===== src/bmhq_ram.sv =====
// Heap entry storage: one write port and two registered read ports.
`timescale 1ns / 1ps

module bmhq_ram #(
  parameter int DEPTH  = 128,
  parameter int ADDR_W = 7,
  parameter int DATA_W = 32
) (
  input  logic              clk,
  input  logic              we,
  input  logic [ADDR_W-1:0] waddr,
  input  logic [DATA_W-1:0] wdata,
  input  logic [ADDR_W-1:0] raddr_a,
  input  logic [ADDR_W-1:0] raddr_b,
  output logic [DATA_W-1:0] rdata_a,
  output logic [DATA_W-1:0] rdata_b
);

  logic [DATA_W-1:0] mem [DEPTH];

  always_ff @(posedge clk) begin
    if (we) begin
      mem[waddr] <= wdata;
    end
    rdata_a <= mem[raddr_a];
    rdata_b <= mem[raddr_b];
  end

endmodule


===== config.mk =====
export PLATFORM = sky130hd
export DESIGN_NAME = bmhq_ram
export DESIGN_NICKNAME = d
export VERILOG_FILES = /design/src/bmhq_ram.sv
export SDC_FILE = /design/constraint.sdc
export NUM_CORES = 2
export LEC_CHECK = 0
export BUFFER_PORTS_ARGS = -buffer_cell sky130_fd_sc_hd__buf_2
export CAP_MARGIN = 25
export CELL_PAD_IN_SITES_DETAIL_PLACEMENT = 0
export CELL_PAD_IN_SITES_GLOBAL_PLACEMENT = 1
export CORE_ASPECT_RATIO = 2
export CORE_MARGIN = 2
export CORE_UTILIZATION = 37
export CTS_CLUSTER_DIAMETER = 200
export DETAILED_ROUTE_END_ITERATION = 16
export GPL_TIMING_DRIVEN = 0
export PLACE_DENSITY_LB_ADDON = 0.1
export SETUP_SLACK_MARGIN = 0.2
export SYNTH_ARGS = -nofsm -noshare
export SYNTH_HDL_FRONTEND = slang
export SYNTH_SLANG_ARGS = --single-unit

===== constraint.sdc =====
create_clock -name clk -period 6.6 [get_ports clk]
set_input_delay 0.33 -clock clk [delete_from_list [all_inputs] [get_ports clk]]
set_output_delay 0.33 -clock clk [all_outputs]
set_load 0.05 [all_outputs]

# After elaboration in Yosys (flattened, before gate mapping)

Memory sizes are Yosys's and may differ from the RTL's. A register that Yosys moved wholly into a read port is not among the register bits.
Index checks and enable logic that the tools add are counted.

Logic and storage cells: 3
Output and inout bits: 64
Memories: 1
Input port bits: 55
RAM bits: 4096
Flip-flop bits (word level): 0

Mux-type cells: 2

Memory list:

| memory | depth | bits a word | read ports | clocked after Yosys merged registers in | write ports | line | source |
|---|---|---|---|---|---|---|---|
| mem    | 128   | 32          | 2          | 2                                       | 1           | 19   | `logic [DATA_W-1:0] mem [DEPTH];` |

Operators with widths:

| cell    | number |
|---|---|
| $mux W1 | 2 |

# Longest topological paths before layout

Depth in word-level cells: 2
Gate-level depth with buffers: 8
Depth with buffers taken out: 4

# Worst setup path before layout

Ideal clock, no wire load.

Path type: input -> register
Start point: input port we
End point: memory mem[98][0] (enable)
Data arrival time: 3.108 ns
Data required time: 6.139 ns
Slack: 3.031 ns
Cell stages on the path: 3
Library setup time: 0.461 ns
Path buffers: 1
Cell sequence: clkbuf_1 > nand4_1 > nor3_1

Longest elaborated chain between the ends: 2

RTL lines:

| what                          | line | source |
|---|---|---|
| from (decl)                   | 10   | `input logic we,` |
| $mux W1                       | 22   | `if (we) begin` |
| $mux W1 (not written as such) | 23   | `mem[waddr] <= wdata;` |
| to (decl)                     | 19   |  |

No other way between the ends.

==> flow_metrics.env <==
export IMPL_wl_mm=823.4
export IMPL_rows=371
export IMPL_grt_first_pass_wirelength_mm=1053
export IMPL_place_congestion=1.019
export IMPL_critPathLaunchType="input pin"
export IMPL_cp_slowest_stage_delay_ns=0.80
export IMPL_slowest_stage="mux4_2"
export IMPL_place_area_mm2=0.2064
export IMPL_synth_nets=7756
export IMPL_use_met1_pct=31.64
export IMPL_cts_tree="done"
export IMPL_port_buffers=100
export IMPL_endpoint_kind="register"
export IMPL_dieArea_mm2=0.5163
export IMPL_max_clock_freq_mhz=223.5
export IMPL_design_area_mm2=0.2227
export IMPL_drc=0
export IMPL_clkLatencyLatePin_ns=1.02
export IMPL_relSlewSlack_pct=17.16
export IMPL_status="complete, no violations"
export IMPL_syn_area_mm2=0.1888
export IMPL_drt_antenna_violating_nets=0
export IMPL_cts_buffer_depth=4
export IMPL_core_area_mm2=0.5092
export IMPL_grt_use_met3_pct=4.953
export IMPL_finClkSkew_ns=0.06681
export IMPL_die_h_mm=1.014
export IMPL_leakage_uw=0.06656
export IMPL_firstDrtPassIters=6
export IMPL_die_x_um=509.1
export IMPL_cts_setup_buffers=0
export IMPL_first_iter_violations=13128
export IMPL_synth_avg_cell_area_um2=24.51
export IMPL_cp_cell_sequence="clkbuf_1 > buf_2 > clkbuf_2 > buf_12 > clkbuf_1 > mux4_2 > mux4_2 > mux4_2 > mux2_2"
export IMPL_finalCritPeriodShare_pct=67.79
export IMPL_syn_inst=7701
export IMPL_cts_resized=0
export IMPL_htreeDepth=5
export IMPL_setup_violations=0
export IMPL_drive_gt1_share_pct=46.65
export IMPL_layout_setup_ws_ns=2.126
export IMPL_cts_sinks=4160
export IMPL_wl_per_cell_um=48.72
export IMPL_yosys_register_bits=4160
export IMPL_clk_pin_slew_worst_paths_ns=0.06
export IMPL_detailed_place_hpwl_mm=610.4
export IMPL_rsz0062_at_grt="false"
export IMPL_cts_root_buf="clkbuf_16"
export IMPL_ir_worst_vdd_v=0.0002506
export IMPL_dp_slack_ns=1.331
export IMPL_post_route_util_pct=43.74
export IMPL_areaGrowthSynthToFinish_pct=18.00
export IMPL_fin_nets=8702
export IMPL_hp_class="input pin to register"
export IMPL_track_usage_pct=31.67
export IMPL_grt_pass1_vias=106594
export IMPL_whs_ns=0.1224
export IMPL_slew_viol_final=0
export IMPL_max_cap_viol_count=0
export IMPL_final_hold_viol_count=0
export IMPL_vias_per_cell=6.121
export IMPL_gr_total_overflow=0
export IMPL_worstPathArrival_ns=5.33
export IMPL_synth_cell_type_count=17
export IMPL_yosys_warnings=0
export IMPL_min_period_ns=4.474
export IMPL_gr_max_usage_layer="met2"
export IMPL_tightest_slew_ns=1.243
export IMPL_hold_buffers=32
export IMPL_cp_common_cell="mux4_2"
export IMPL_path_max_fanout=10
export IMPL_grt_max_degree=97
export IMPL_critPathRequiredTime_ns=7.46
export IMPL_antenna_found_initial=274
export IMPL_start_util_pct=37.07
export IMPL_grt_use_met2_pct=53.00
export IMPL_numCtsBuffers=388
export IMPL_vias=103440
export IMPL_timing_setup_critical_path_class="input pin to register"
export IMPL_yosysSeqAreaShare_pct=65.84
export IMPL_pwr_density_cell_mw_per_mm2=267.6
export IMPL_ioPinCount=119
## where the power goes
| group | total, uW | internal, uW | switching [uW] |
|---|---|---|---|
| sequential | 29200 | 29200 | 69.6 |
| combinational | 7070 | 2340 | 4730 |
| clock | 23300 | 12600 | 10700 |
## routing by layer
metal  wire, um  up-vias
met2     418600     5397
met1     244300    57860
met4     108200       24
met5        158        -
li1           -    38567
met3      52150     1592
## worst max-delay path, delay by kind of cell
| kind | cells | cell delay (ns) |
|---|---|---|
| multiplexers | 4 | 2.33 |
| buffers and inverters | 5 | 2.39 |
## registers in the layout (all words and copies together), names as in the netlist
name / count
rdata_a: 32
rdata_b: 32
mem: 4096
## metrics by stage
step,setup TNS [ns],power (uW),std cells
finish,0,59600,16899
global placement,-1426.06,36320,14515
CTS,0,59660,15655
floorplan,0,32810,7701
global route,0,60670,16767
detailed placement,0,36620,14916
## synth_stat cells
master / n / area [um^2]
buf_4: 17 / 127.6
dfxtp_1: 64 / 1281
buf_2: 103 / 515.5
or3_1: 1 / 6.260
clkbuf_1: 365 / 1370
mux4_2: 2688 / 60540
nor2b_1: 7 / 43.79
nor2_1: 122 / 457.9
edfxtp_1: 4096 / 123000
nand2b_1: 2 / 12.51
mux2_2: 64 / 720.7
nor3_1: 9 / 45.04
nand2_1: 14 / 52.55
buf_6: 2 / 22.52
nand4_1: 3 / 18.77
nand3_1: 12 / 60.06
buf_1: 132 / 495.5
## layout make-up
class | instances | area [um^2]
multi-input combinational | 2922 | 62890
sequential | 4160 | 124300
clock inverter | 242 | 2564
clock buffer | 465 | 10090
timing repair buffer | 556 | 8811
buffer | 619 | 2646
tap | 6714 | 8401
antenna | 1221 | 3055
fill | 43467 | 286500
## cell usage in the layout, fill, tap and decap left out, drive strengths merged
cell type | Yosys | routed
dlygate4sd3 | 0 | 32
inv | 0 | 9
clkinv | 0 | 175
mux2 | 64 | 64
nand3 | 12 | 12
or3 | 1 | 1
clkinvlp | 0 | 17
bufinv | 0 | 41
nor3 | 9 | 9
buf | 254 | 778
mux4 | 2688 | 2688
nand4 | 3 | 3
nand2b | 2 | 2
diode | 0 | 1221
edfxtp | 4096 | 4096
dfxtp | 64 | 64
clkbuf | 365 | 830
nor2 | 122 | 122
nor2b | 7 | 7
nand2 | 14 | 14
## final timing paths
| kind | endpoint | slack (ns) | start | cells after the start |
|---|---|---|---|---|
| setup reg to reg | rdata_a[24]$_DFF_P_ | 3.61 | mem[119][24]$_DFFE_PP_ | 4 |
| hold reg to reg | rdata_b[11]$_DFF_P_ | 1.27 | mem[14][11]$_DFFE_PP_ | 4 |
| setup / recovery | rdata_a[24]$_DFF_P_ | 2.13 | raddr_a[2] | 9 |
| hold / removal | rdata_a[0]$_DFF_P_ | 0.12 | raddr_a[5] | 2 |
## cells by family (layout without fill, tap and decap cells)
| group | count (synthesis) | in the layout | synth area share, % |
|---|---|---|---|
| other cells | 0 | 1221 | 0 |
| flops | 4160 | 4160 | 65.84 |
| simple gates | 170 | 170 | 0.3692 |
| mux | 2752 | 2752 | 32.45 |
| buf+inv | 619 | 1882 | 1.341 |
Power figures use the tool's default switching activity.
